[src/hw/rtl/oota_pkg.sv]
// Shared types and codes for the overcurrent / overtemperature alarm qualifier.
// Used by oota_eval and the top level; no dependencies.
package oota_pkg;

  typedef enum logic [1:0] {
    LVL_NONE = 2'd0,
    LVL_WARN = 2'd1,
    LVL_CRIT = 2'd2
  } level_t;

  typedef enum logic {
    CAUSE_CURRENT = 1'b0,
    CAUSE_TEMP    = 1'b1
  } cause_t;

  typedef enum logic [1:0] {
    REG_WARN_CURRENT  = 2'd0,
    REG_ALARM_CURRENT = 2'd1,
    REG_TEMP_ALARM    = 2'd2,
    REG_HOLD_TIME     = 2'd3
  } reg_index_t;

  localparam int unsigned CurW  = 19;
  localparam int unsigned TempW = 12;
  localparam int unsigned TlimW = 11;
  localparam int unsigned HoldW = 16;
  localparam int unsigned TimeW = 32;

  localparam logic [CurW-1:0]  WarnCurrentRst = 19'd8000;
  localparam logic [CurW-1:0]  AlarmCurrentRst = 19'd12000;
  localparam logic [TlimW-1:0] TempAlarmRst    = 11'd800;
  localparam logic [HoldW-1:0] HoldTimeRst     = 16'd500;

  typedef struct packed {
    logic [CurW-1:0]  warn_current_ma;
    logic [CurW-1:0]  alarm_current_ma;
    logic [TlimW-1:0] temp_alarm_decic;
    logic [HoldW-1:0] hold_time_ms;
  } cfg_t;

  typedef struct packed {
    logic [TimeW-1:0] time_ms;
    logic [TempW-1:0] temp_two_decic;
    logic [TempW-1:0] temp_one_decic;
    logic [CurW-1:0]  current_ma;
  } in_item_t;

  typedef struct packed {
    logic [TimeW-1:0] record_time_ms;
    logic [CurW-1:0]  limit_value;
    logic [CurW-1:0]  trip_value;
    cause_t           alarm_cause;
    logic             level_changed;
    level_t           alarm_level;
    logic             record_valid;
  } out_item_t;

endpackage

[src/hw/rtl/oota_eval.sv]
// Alarm evaluation: hold timers, previous level and the result of one sample.
// Depends on oota_pkg.
module oota_eval
  import oota_pkg::*;
(
  input  logic      clk,
  input  logic      rst,
  input  logic      step,
  input  in_item_t  item,
  input  cfg_t      cfg,
  output out_item_t res
);

  level_t           previous_level;
  logic             alarm_timing;
  logic [TimeW-1:0] alarm_start_time;
  logic             warn_timing;
  logic [TimeW-1:0] warn_start_time;

  logic             alarm_timing_next;
  logic [TimeW-1:0] alarm_start_time_next;
  logic             warn_timing_next;
  logic [TimeW-1:0] warn_start_time_next;

  logic             cur_ge_alarm;
  logic             cur_ge_warn;
  logic [TimeW-1:0] alarm_elapsed;
  logic [TimeW-1:0] warn_elapsed;
  logic             crit;
  logic             warn;
  logic signed [TempW-1:0] tmax;
  logic             temp_hot;
  level_t           level;

  always_comb begin
    cur_ge_alarm = $signed(item.current_ma) >= $signed(cfg.alarm_current_ma);
    cur_ge_warn  = $signed(item.current_ma) >= $signed(cfg.warn_current_ma);

    // a timer that is not running starts now, so its elapsed time is zero
    alarm_elapsed = alarm_timing ? (item.time_ms - alarm_start_time) : '0;
    warn_elapsed  = warn_timing ? (item.time_ms - warn_start_time) : '0;

    crit = cur_ge_alarm && (alarm_elapsed >= {{(TimeW-HoldW){1'b0}}, cfg.hold_time_ms});
    warn = !crit && cur_ge_warn &&
           (warn_elapsed >= {{(TimeW-HoldW){1'b0}}, cfg.hold_time_ms});

    alarm_timing_next     = cur_ge_alarm;
    alarm_start_time_next = (cur_ge_alarm && !alarm_timing) ? item.time_ms : alarm_start_time;

    // leave the warning timer alone while critical current qualifies
    warn_timing_next     = warn_timing;
    warn_start_time_next = warn_start_time;
    if (!crit) begin
      warn_timing_next = cur_ge_warn;
      if (cur_ge_warn && !warn_timing) begin
        warn_start_time_next = item.time_ms;
      end
    end

    tmax = ($signed(item.temp_one_decic) > $signed(item.temp_two_decic)) ?
           $signed(item.temp_one_decic) : $signed(item.temp_two_decic);
    temp_hot = $signed({tmax[TempW-1], tmax}) >=
               $signed({2'b00, cfg.temp_alarm_decic});

    if (crit || temp_hot) begin
      level = LVL_CRIT;
    end else if (warn) begin
      level = LVL_WARN;
    end else begin
      level = LVL_NONE;
    end

    res                = '0;
    res.alarm_level    = level;
    res.level_changed  = (level != previous_level);
    res.alarm_cause    = CAUSE_CURRENT;
    if ((level != previous_level) && (level != LVL_NONE)) begin
      res.record_valid   = 1'b1;
      res.record_time_ms = item.time_ms;
      if ((level == LVL_CRIT) && temp_hot) begin
        res.alarm_cause = CAUSE_TEMP;
        res.trip_value  = {{(CurW-TempW){tmax[TempW-1]}}, tmax};
        res.limit_value = {{(CurW-TlimW){1'b0}}, cfg.temp_alarm_decic};
      end else begin
        res.trip_value  = item.current_ma;
        res.limit_value = (level == LVL_CRIT) ? cfg.alarm_current_ma
                                              : cfg.warn_current_ma;
      end
    end
  end

  always_ff @(posedge clk) begin
    if (rst) begin
      previous_level   <= LVL_NONE;
      alarm_timing     <= 1'b0;
      alarm_start_time <= '0;
      warn_timing      <= 1'b0;
      warn_start_time  <= '0;
    end else if (step) begin
      previous_level   <= level;
      alarm_timing     <= alarm_timing_next;
      alarm_start_time <= alarm_start_time_next;
      warn_timing      <= warn_timing_next;
      warn_start_time  <= warn_start_time_next;
    end
  end

endmodule

[src/hw/rtl/overcurrent_overtemp_alarm_qualifier.sv]
// Top level of the overcurrent / overtemperature alarm qualifier: config
// registers, input word register, output word register. Depends on oota_pkg, oota_eval.
//
//   channel  | direction | handshake          | contents
//   ---------+-----------+--------------------+------------------------------------
//   s_*      | in        | s_tvalid/s_tready  | one sample word
//   m_*      | out       | m_tvalid/m_tready  | one result word, m_tuser = record flag
//   cfg_*    | in        | cfg_wen            | register write, no read-back
//
// A word taken into the input register is evaluated against the hold timers and moved
// into the output register once that is free. One word per cycle is sustained while
// m_tready stays high; a stalled output holds the output register, an empty input
// register still takes one word, then s_tready drops until m_tready returns.
// Reset restores the register defaults, clears the timers and sets the level to none.
module overcurrent_overtemp_alarm_qualifier
  import oota_pkg::*;
(
  input  logic        clk,
  input  logic        rst,
  input  logic        s_tvalid,
  output logic        s_tready,
  // [18:0] current_ma, [30:19] temp_one_decic, [42:31] temp_two_decic,
  // [74:43] time_ms, [79:75] zero
  input  logic [79:0] s_tdata,
  output logic        m_tvalid,
  input  logic        m_tready,
  // [1:0] alarm_level, [2] level_changed, [3] alarm_cause, [22:4] trip_value,
  // [41:23] limit_value, [73:42] record_time_ms, [79:74] zero
  output logic [79:0] m_tdata,
  // [0] record_valid
  output logic [0:0]  m_tuser,
  input  logic        cfg_wen,
  input  logic [1:0]  cfg_index,
  input  logic [18:0] cfg_data
);

  localparam int unsigned InW  = $bits(in_item_t);
  localparam int unsigned OutW = $bits(out_item_t) - 1;

  cfg_t      cfg;
  in_item_t  in_item;
  logic      in_valid;
  out_item_t out_item;
  out_item_t res;
  logic      advance;
  logic      step;

  // config writes
  always_ff @(posedge clk) begin
    if (rst) begin
      cfg.warn_current_ma  <= WarnCurrentRst;
      cfg.alarm_current_ma <= AlarmCurrentRst;
      cfg.temp_alarm_decic <= TempAlarmRst;
      cfg.hold_time_ms     <= HoldTimeRst;
    end else if (cfg_wen) begin
      unique case (reg_index_t'(cfg_index))
        REG_WARN_CURRENT:  cfg.warn_current_ma  <= cfg_data;
        REG_ALARM_CURRENT: cfg.alarm_current_ma <= cfg_data;
        REG_TEMP_ALARM:    cfg.temp_alarm_decic <= cfg_data[TlimW-1:0];
        REG_HOLD_TIME:     cfg.hold_time_ms     <= cfg_data[HoldW-1:0];
        default:           cfg.hold_time_ms     <= cfg.hold_time_ms;
      endcase
    end
  end

  assign advance  = !m_tvalid || m_tready;
  assign step     = in_valid && advance;
  assign s_tready = !in_valid || advance;

  // input stage
  always_ff @(posedge clk) begin
    if (rst) begin
      in_valid <= 1'b0;
    end else if (s_tready) begin
      in_valid <= s_tvalid;
    end
  end

  always_ff @(posedge clk) begin
    if (s_tready && s_tvalid) begin
      in_item <= in_item_t'(s_tdata[InW-1:0]);
    end
  end

  oota_eval u_eval (
    .clk  (clk),
    .rst  (rst),
    .step (step),
    .item (in_item),
    .cfg  (cfg),
    .res  (res)
  );

  // output stage
  always_ff @(posedge clk) begin
    if (rst) begin
      m_tvalid <= 1'b0;
    end else if (advance) begin
      m_tvalid <= in_valid;
    end
  end

  always_ff @(posedge clk) begin
    if (step) begin
      out_item <= res;
    end
  end

  assign m_tdata = {{(80-OutW){1'b0}}, out_item[OutW:1]};
  assign m_tuser = out_item.record_valid;

endmodule
[config.mk]
export PLATFORM = sky130hd
export DESIGN_NAME = overcurrent_overtemp_alarm_qualifier
export DESIGN_NICKNAME = d
export VERILOG_FILES = /design/src/hw/rtl/oota_pkg.sv /design/src/hw/rtl/oota_eval.sv /design/src/hw/rtl/overcurrent_overtemp_alarm_qualifier.sv
export SDC_FILE = /design/constraint.sdc
export NUM_CORES = 1
export LEC_CHECK = 0
export ABC_AREA = 1
export BUFFER_PORTS_ARGS = -buffer_cell sky130_fd_sc_hd__clkbuf_2
export CAP_MARGIN = 30
export CORE_ASPECT_RATIO = 2
export CORE_UTILIZATION = 45
export CTS_BUF_LIST = sky130_fd_sc_hd__clkbuf_2
export DETAILED_ROUTE_END_ITERATION = 6
export PLACE_DENSITY = 0.74
export REMOVE_ABC_BUFFERS = 1
export SYNTH_ARGS = -nofsm -noshare
export SYNTH_HDL_FRONTEND = slang
export SYNTH_SLANG_ARGS = --single-unit
[constraint.sdc]
create_clock -name clk -period 6.83 [get_ports clk]
set_input_delay 0.683 -clock clk [delete_from_list [all_inputs] [get_ports clk]]
set_output_delay 0.683 -clock clk [all_outputs]
set_load 0.02 [all_outputs]
## Word level (Yosys, flattened, before mapping)

Cells that the tools add are included.

- Add/sub/neg operators: 2
- $lt $le $gt $ge: 6
- Eq/ne operators: 5
- Multiplexer cells: 9
- Bitwise operators: 2
- Reduce and logical (&&, ||, !) cells: 27

Operators by type and width:

| operator | count |
|---|---|
| 32-bit by 16-bit >= comparator with 1-bit output | 2 |
| 32-bit two-way mux | 2 |
| 32-bit subtractor | 2 |
| 19-bit >= comparator | 2 |
| 30-bit two-way mux | 1 |
| 19-bit two-way mux | 1 |
| 12-bit >= comparator | 1 |
| 12-bit > comparator | 1 |
| 12-bit two-way mux | 1 |
| 2-bit AND reduction | 6 |
| 1-bit logical AND | 9 |
| 2-bit == test (second input constant) | 3 |
| 1-bit zero test | 5 |
| 1-bit logical OR | 3 |
| 1-bit two-way mux | 3 |
| 3-bit AND reduction | 1 |
| 2-bit by 1-bit == test with 1-bit output (second input constant) | 1 |
| 2-bit zero test | 1 |
| 2-bit two-way mux | 1 |
| 2-bit != test | 1 |
| 1-bit NOT | 2 |
| 2-bit nonzero test | 1 |
| 2-bit OR reduction | 1 |

- Flip-flop bits (word level): 285
- Bits of input ports: 106
- Output and inout port bits: 83
- Logic and storage cells: 74

## Logic depth before layout (Yosys ltp)

- Depth after elaboration: 13
- Gate-level depth with buffers: 30

## Cells and area by module

From an unflattened synthesis, not the netlist that was laid out.

- Cell total of the unflattened synthesis: 2584
- Area total of the unflattened synthesis: 19150.9 µm²

By module, submodules not included:

| module | instances | cells an instance | area each (µm²) | seq. area each (µm²) |
|---|---|---|---|---|
| oota_eval | 1 | 2037 | 11916.4 | 1361.3 |
| overcurrent_overtemp_alarm_qualifier | 1 | 547 | 7234.4 | 5845.6 |

## Least setup slack after synthesis

OpenSTA, ideal clock, no wires.

- Path kind: register -> register
- From: reg in_item[30] (netlist name)
- To: reg out_item (netlist bit m_tdata[54]) (data pin)
- Library setup time: 254 ps
- Arrival time: 3746 ps
- Required time: 6576 ps
- Setup slack: 2830 ps
- Stages on the path, launching flop included: 27
- Buffers on the path: 3
- Clock period less this slack: 4000 ps
- Cells stage by stage: edfxtp_1 ha_1 nand2_1 inv_1 nand3_1 nor3_1 nand2_1 nand4_1 xnor2_1 o21ai_2 clkbuf_1 a21oi_1 ha_1 o21ai_0 nand2_1 a21o_1 a21oi_1 o21ai_0 nand3_1 nand2_1 a21o_1 nand2_1 buf_2 nand3_2 nand2_8 buf_8 nor2_4

- Cells in the longest elaborated chain, start to end: 7
- Elaborated cells between the ends (all ways): 8
- Those cells by class: order compare (2); eq/ne (1); mux (2); reduce/logical (3)

Ends and longest elaborated chain:

| element | line | RTL |
|---|---|---|
| start: declaration | overcurrent_overtemp_alarm_qualifier.sv:41 | `in_item_t in_item;` |
| start signal: assignment | overcurrent_overtemp_alarm_qualifier.sv:81 | `in_item <= in_item_t'(s_tdata[InW-1:0]);` |
| 12-bit > comparator | oota_eval.sv:60 | `tmax = ($signed(item.temp_one_decic) > $signed(item.temp_two_decic)) ?` |
| 12-bit two-way mux * | oota_eval.sv:60 |  |
| 12-bit >= comparator * | oota_eval.sv:62 | `temp_hot = $signed({tmax[TempW-1], tmax}) >=` |
| 1-bit logical OR * | oota_eval.sv:65 | `if (crit \|\| temp_hot) begin` |
| 2-bit two-way mux * | oota_eval.sv:65 |  |
| 2-bit != test / 2-bit nonzero test (equally long branches) | oota_eval.sv:77 | `if ((level != previous_level) && (level != LVL_NONE)) begin` |
| 1-bit logical AND * | oota_eval.sv:77 |  |
| end signal: assignment | overcurrent_overtemp_alarm_qualifier.sv:105 | `out_item <= res;` |
| end: declaration | overcurrent_overtemp_alarm_qualifier.sv:43 | `out_item_t out_item;` |

Every way passes the cells marked *; elsewhere a longest branch is shown, timed or not.
A chain may end at the register's enable or synchronous reset.

==> results.txt <==
----------------------------------------------------
[Min path]
  Cell count of the worst hold path ... 3
  Worst hold endpoint ... cfg[17]$_SDFFE_PP0P_
  Startpoint of the lowest-slack hold path ... cfg_data[1]
  Path class of the lowest-slack min-delay path ... input pin to register

[STA]
  Unrepaired setup endpoints after global routing ... no
  Final-layout worst hold slack ... 79.7 ps
  Final Slew Violations ... 0
  Setup Total Neg Slack ... 0 ps
  Ratio of final minimum period to clock period ... 0.845
  Worst Max-Slew Pin Slew ... between 900 and 1000 ps
  Final clock skew ... 125 ps
  Slew HR ... 0.351
  Final hold violations ... 0
  Final setup fails ... 0
  Max frequency ... 0.173 GHz
  Minimum clock period ... 5770 ps

[Setup path]
  Critical path's largest stage delay ... 780 ps
  Endpoint of the most critical register-to-register path ... m_tdata[49]$_SDFFCE_PN0P_
  Reg2reg start ... in_item[30]$_DFFE_PP_
  Top Family by Delay on Critical Path ... simple AND/OR/NAND/NOR gates
  Depth of the worst register-to-register path ... 26
  Slowest-stage cell, CP ... sky130_fd_sc_hd__o21ai_2
  Cell repeated most along the worst path ... sky130_fd_sc_hd__nand2_1
  Largest fanout on the critical path ... 25
  Buf/Inv on CP ... 2
  Worst Setup Start Kind ... register
  Required time of the critical path ... between 7000 and 8000 ps
  Register-to-register path setup slack ... 1060 ps
  Kind of end point of the critical path ... register
  Arrival @ worst endpoint ... 6540 ps
  Critical Setup Path Class ... register to register

[Yosys]
  Number of standard cells after synthesis ... 2,412
  Ys flop type ... sky130_fd_sc_hd__edfxtp_1
  Warnings from Yosys ... 0
  Cell types with the highest counts after synthesis ... 585 x sky130_fd_sc_hd__nand2_1, 454 x sky130_fd_sc_hd__inv_1, 235 x sky130_fd_sc_hd__a21oi_1
  Count of state elements after synthesis ... approximately 290
  Count of cell types in the netlist ... 50
  Synth Cell Area ... approximately 0.018 mm2
  Average footprint of a synthesized cell ... 7.47 um2
  Sequential cell area fraction in the yosys report ... 0.400
  Proportion of synthesized flip-flops having asynchronous set or reset ... 0
  Synth area leaders ... sky130_fd_sc_hd__edfxtp_1 25%, sky130_fd_sc_hd__dfxtp_1 15%, sky130_fd_sc_hd__nand2_1 12%
  Cell taking the most area after synthesis ... sky130_fd_sc_hd__edfxtp_1
  Post-synth EDFFs ... 150
  Proportion of netlist area held by the largest area contributor ... 0.250
  Most instantiated library cell after synthesis ... sky130_fd_sc_hd__nand2_1

[Placed design]
  Gp weighted congestion ... just over 0.9
  Estimated wirelength of the detail-placed design ... about 41,000 um
  Total of buffers placed on input and output ports ... approximately 180
  Number of instances in the placed design ... 3,072

[Cells and area]
  Fraction of final layout cells sized beyond drive strength 1 ... 0.147
  NumNets Final ... 2,974
  Final std cells w/o fill ... 3,292
  Area Growth Syn to Fin ... 16.7%
  Post-layout util ... 0.533

[Drt]
  Final routed wire length divided by cell count ... 16.3 um
  Post-detailed-routing wire length ... 53,700 um
  DRC violations left ... 0
  Detailed-route vias per instance ... 5.07
  Final ANT Viol Nets ... 0
  Via count of the routed design ... 16,678
  First-pass iteration count of the detailed router ... 5
  First DRT Iteration DRCs ... 737

[Pwr]
  Maximum resistive drop on vdd ... 0.000148 V
  Power density over the cells ... 233 mW/mm2
  Total chip power ... 4.90 mW
  Leakage power figure ... between 10 and 15 nW

[GRT]
  First-pass GRT wire length ... 83,000 um
  Antenna violations before repair ... 1
  Pin count of the biggest net entering global routing ... 77
  Number of global-route vias before repair ... 16,582
  GR Util All Layers ... 0.267
  Overflow left after global routing ... 0

[Outcome]
  Status ... finished clean

[Floorplan]
  Ports placed on the boundary ... 189
  Die extent in y ... 285 um
  Area of the placeable core ... around 0.039 mm2
  FP Rows ... 103
  DIE AREA ... 0.0409 mm2
  Initial Util ... 0.457
  Die Width ... 143 um

[Clocking]
  Number of hold buffers added after cts ... 93
  Htree depth ... 3
  Clock-pin slew of the registers on the worst-case setup and hold paths ... 120 ps
  Post-cts resize count ... 0
  Clock buffers created by TritonCTS ... 69
  Root Buffer Master ... sky130_fd_sc_hd__clkbuf_2
  TritonCTS clock tree ... yes
  Maximum count of clock buffers along a single path ... 3
  CTS sink cnt ... 285
  Buffers inserted during post-CTS setup optimization ... 0
  Clock Latency Late Sink ... 1010 ps

[Flow run]
  Reported max-cap violation count ... 0

----------------------------------------------------
## flip-flops by register name, indices dropped and copies added, names as in the netlist
register and cells:
cfg 65, in_item 75, in_valid 1, m_tdata 74, m_tuser 1, m_tvalid 1
u_eval.alarm_start_time 32, u_eval.alarm_timing 1, u_eval.previous_level 2, u_eval.warn_start_time 32, u_eval.warn_timing 1
## worst reg2reg max path, stage by stage, from the launching register on
cell and delay (ps):
sky130_fd_sc_hd__edfxtp_1 410, sky130_fd_sc_hd__ha_1 360, sky130_fd_sc_hd__nand2_1 70, sky130_fd_sc_hd__inv_1 90, sky130_fd_sc_hd__nand3_1 80, sky130_fd_sc_hd__nor3_1 320, sky130_fd_sc_hd__nand3_1 170, sky130_fd_sc_hd__o21ai_2 780
sky130_fd_sc_hd__nor2_1 100, sky130_fd_sc_hd__a21oi_1 310, sky130_fd_sc_hd__ha_1 300, sky130_fd_sc_hd__o21ai_0 170, sky130_fd_sc_hd__nand2_1 80, sky130_fd_sc_hd__a21o_1 170, sky130_fd_sc_hd__a21oi_1 270, sky130_fd_sc_hd__o21ai_0 190
sky130_fd_sc_hd__nand3_1 100, sky130_fd_sc_hd__nand2_1 50, sky130_fd_sc_hd__a21o_1 160, sky130_fd_sc_hd__nand2_2 260, sky130_fd_sc_hd__nand2_2 300, sky130_fd_sc_hd__nand2_1 130, sky130_fd_sc_hd__nand2_1 100, sky130_fd_sc_hd__nand3_4 130
sky130_fd_sc_hd__nand2_8 170, sky130_fd_sc_hd__buf_12 240, sky130_fd_sc_hd__nor2_2 140
## how the worst max path moves through the flow
stage,from,endpoint,slack [ps],depth (start not counted)
6_report,in_item[30]$_DFFE_PP_,m_tdata[49]$_SDFFCE_PN0P_,1060,26
5_1_grt,in_item[42]$_DFFE_PP_,m_tdata[73]$_SDFFCE_PN0P_,690,27
4_1_cts,in_item[42]$_DFFE_PP_,m_tdata[73]$_SDFFCE_PN0P_,1200,27
3_5_place_dp,in_item[30]$_DFFE_PP_,m_tdata[73]$_SDFFCE_PN0P_,1260,26
3_3_place_gp,in_item[30]$_DFFE_PP_,m_tdata[73]$_SDFFCE_PN0P_,1350,26
2_1_floorplan,in_item[30]$_DFFE_PP_,m_tdata[3]$_SDFFCE_PN0P_,1530,25
## placed cells by master, fill, tap and decap left out, drive strengths merged, types with 13 or more instances in the layout
cell / synthesis / layout
edfxtp: 150 / 150
o211ai: 17 / 17
dfxtp: 135 / 135
nand3b: 13 / 13
nand2: 590 / 590
a21oi: 236 / 236
clkbuf: 47 / 276
dlygate4sd3: 0 / 93
inv: 469 / 468
nor2: 208 / 208
o21ai: 183 / 183
nand4: 27 / 27
buf: 17 / 17
nand3: 98 / 98
nor3: 16 / 16
ha: 155 / 155
clkinv: 2 / 26
## final cells by class
type                    instances  area [um2]
multi-input cells            1597        8720
clock inverters                27         165
flip-flops and latches        285        7210
diodes                          1        2.50
inverters                     471        1770
fillers                      3782       18400
well taps                     525         657
clock buffers                  99         495
repair buffers                287        2010
## power breakdown
group | internal (mW) | switching [mW] | leakage [nW] | total [mW]
clock network | 0.469 | 0.742 | 0.486 | 1.21
registers | 1.98 | 0.0729 | 2.57 | 2.06
logic | 0.536 | 1.10 | 7.25 | 1.64
## through the flow
step | instance area, um2 | setup WS, ps
floorplan | 17700 | 1530
global placement | 19400 | 1350
detailed placement | 19400 | 1260
CTS | 21000 | 1200
global route | 21000 | 694
finish | 21000 | 1060
## routing by layer
| layer | part of all wire | global-route usage | vias to the layer above |
|---|---|---|---|
| met2 | 0.54 | 0.510 | 566 |
| met3 | 0.045 | 0.0405 | 243 |
| met5 | 0 | 0 | - |
| met4 | 0.098 | 0.243 | 0 |
| met1 | 0.32 | 0.229 | 7484 |
| li1 | - | - | 8385 |
## cells by family after synthesis
group	Yosys count	synth area share
xor gates and xnor gates	9	0.00438
DFF	285	0.400
AOI/OAI and AO/OA	458	0.133
other	1	0.000208
and+or+nand+nor	967	0.235
buffers and inverters	535	0.118
adders and majority gates	157	0.110
(Power assumes the default switching activity.)
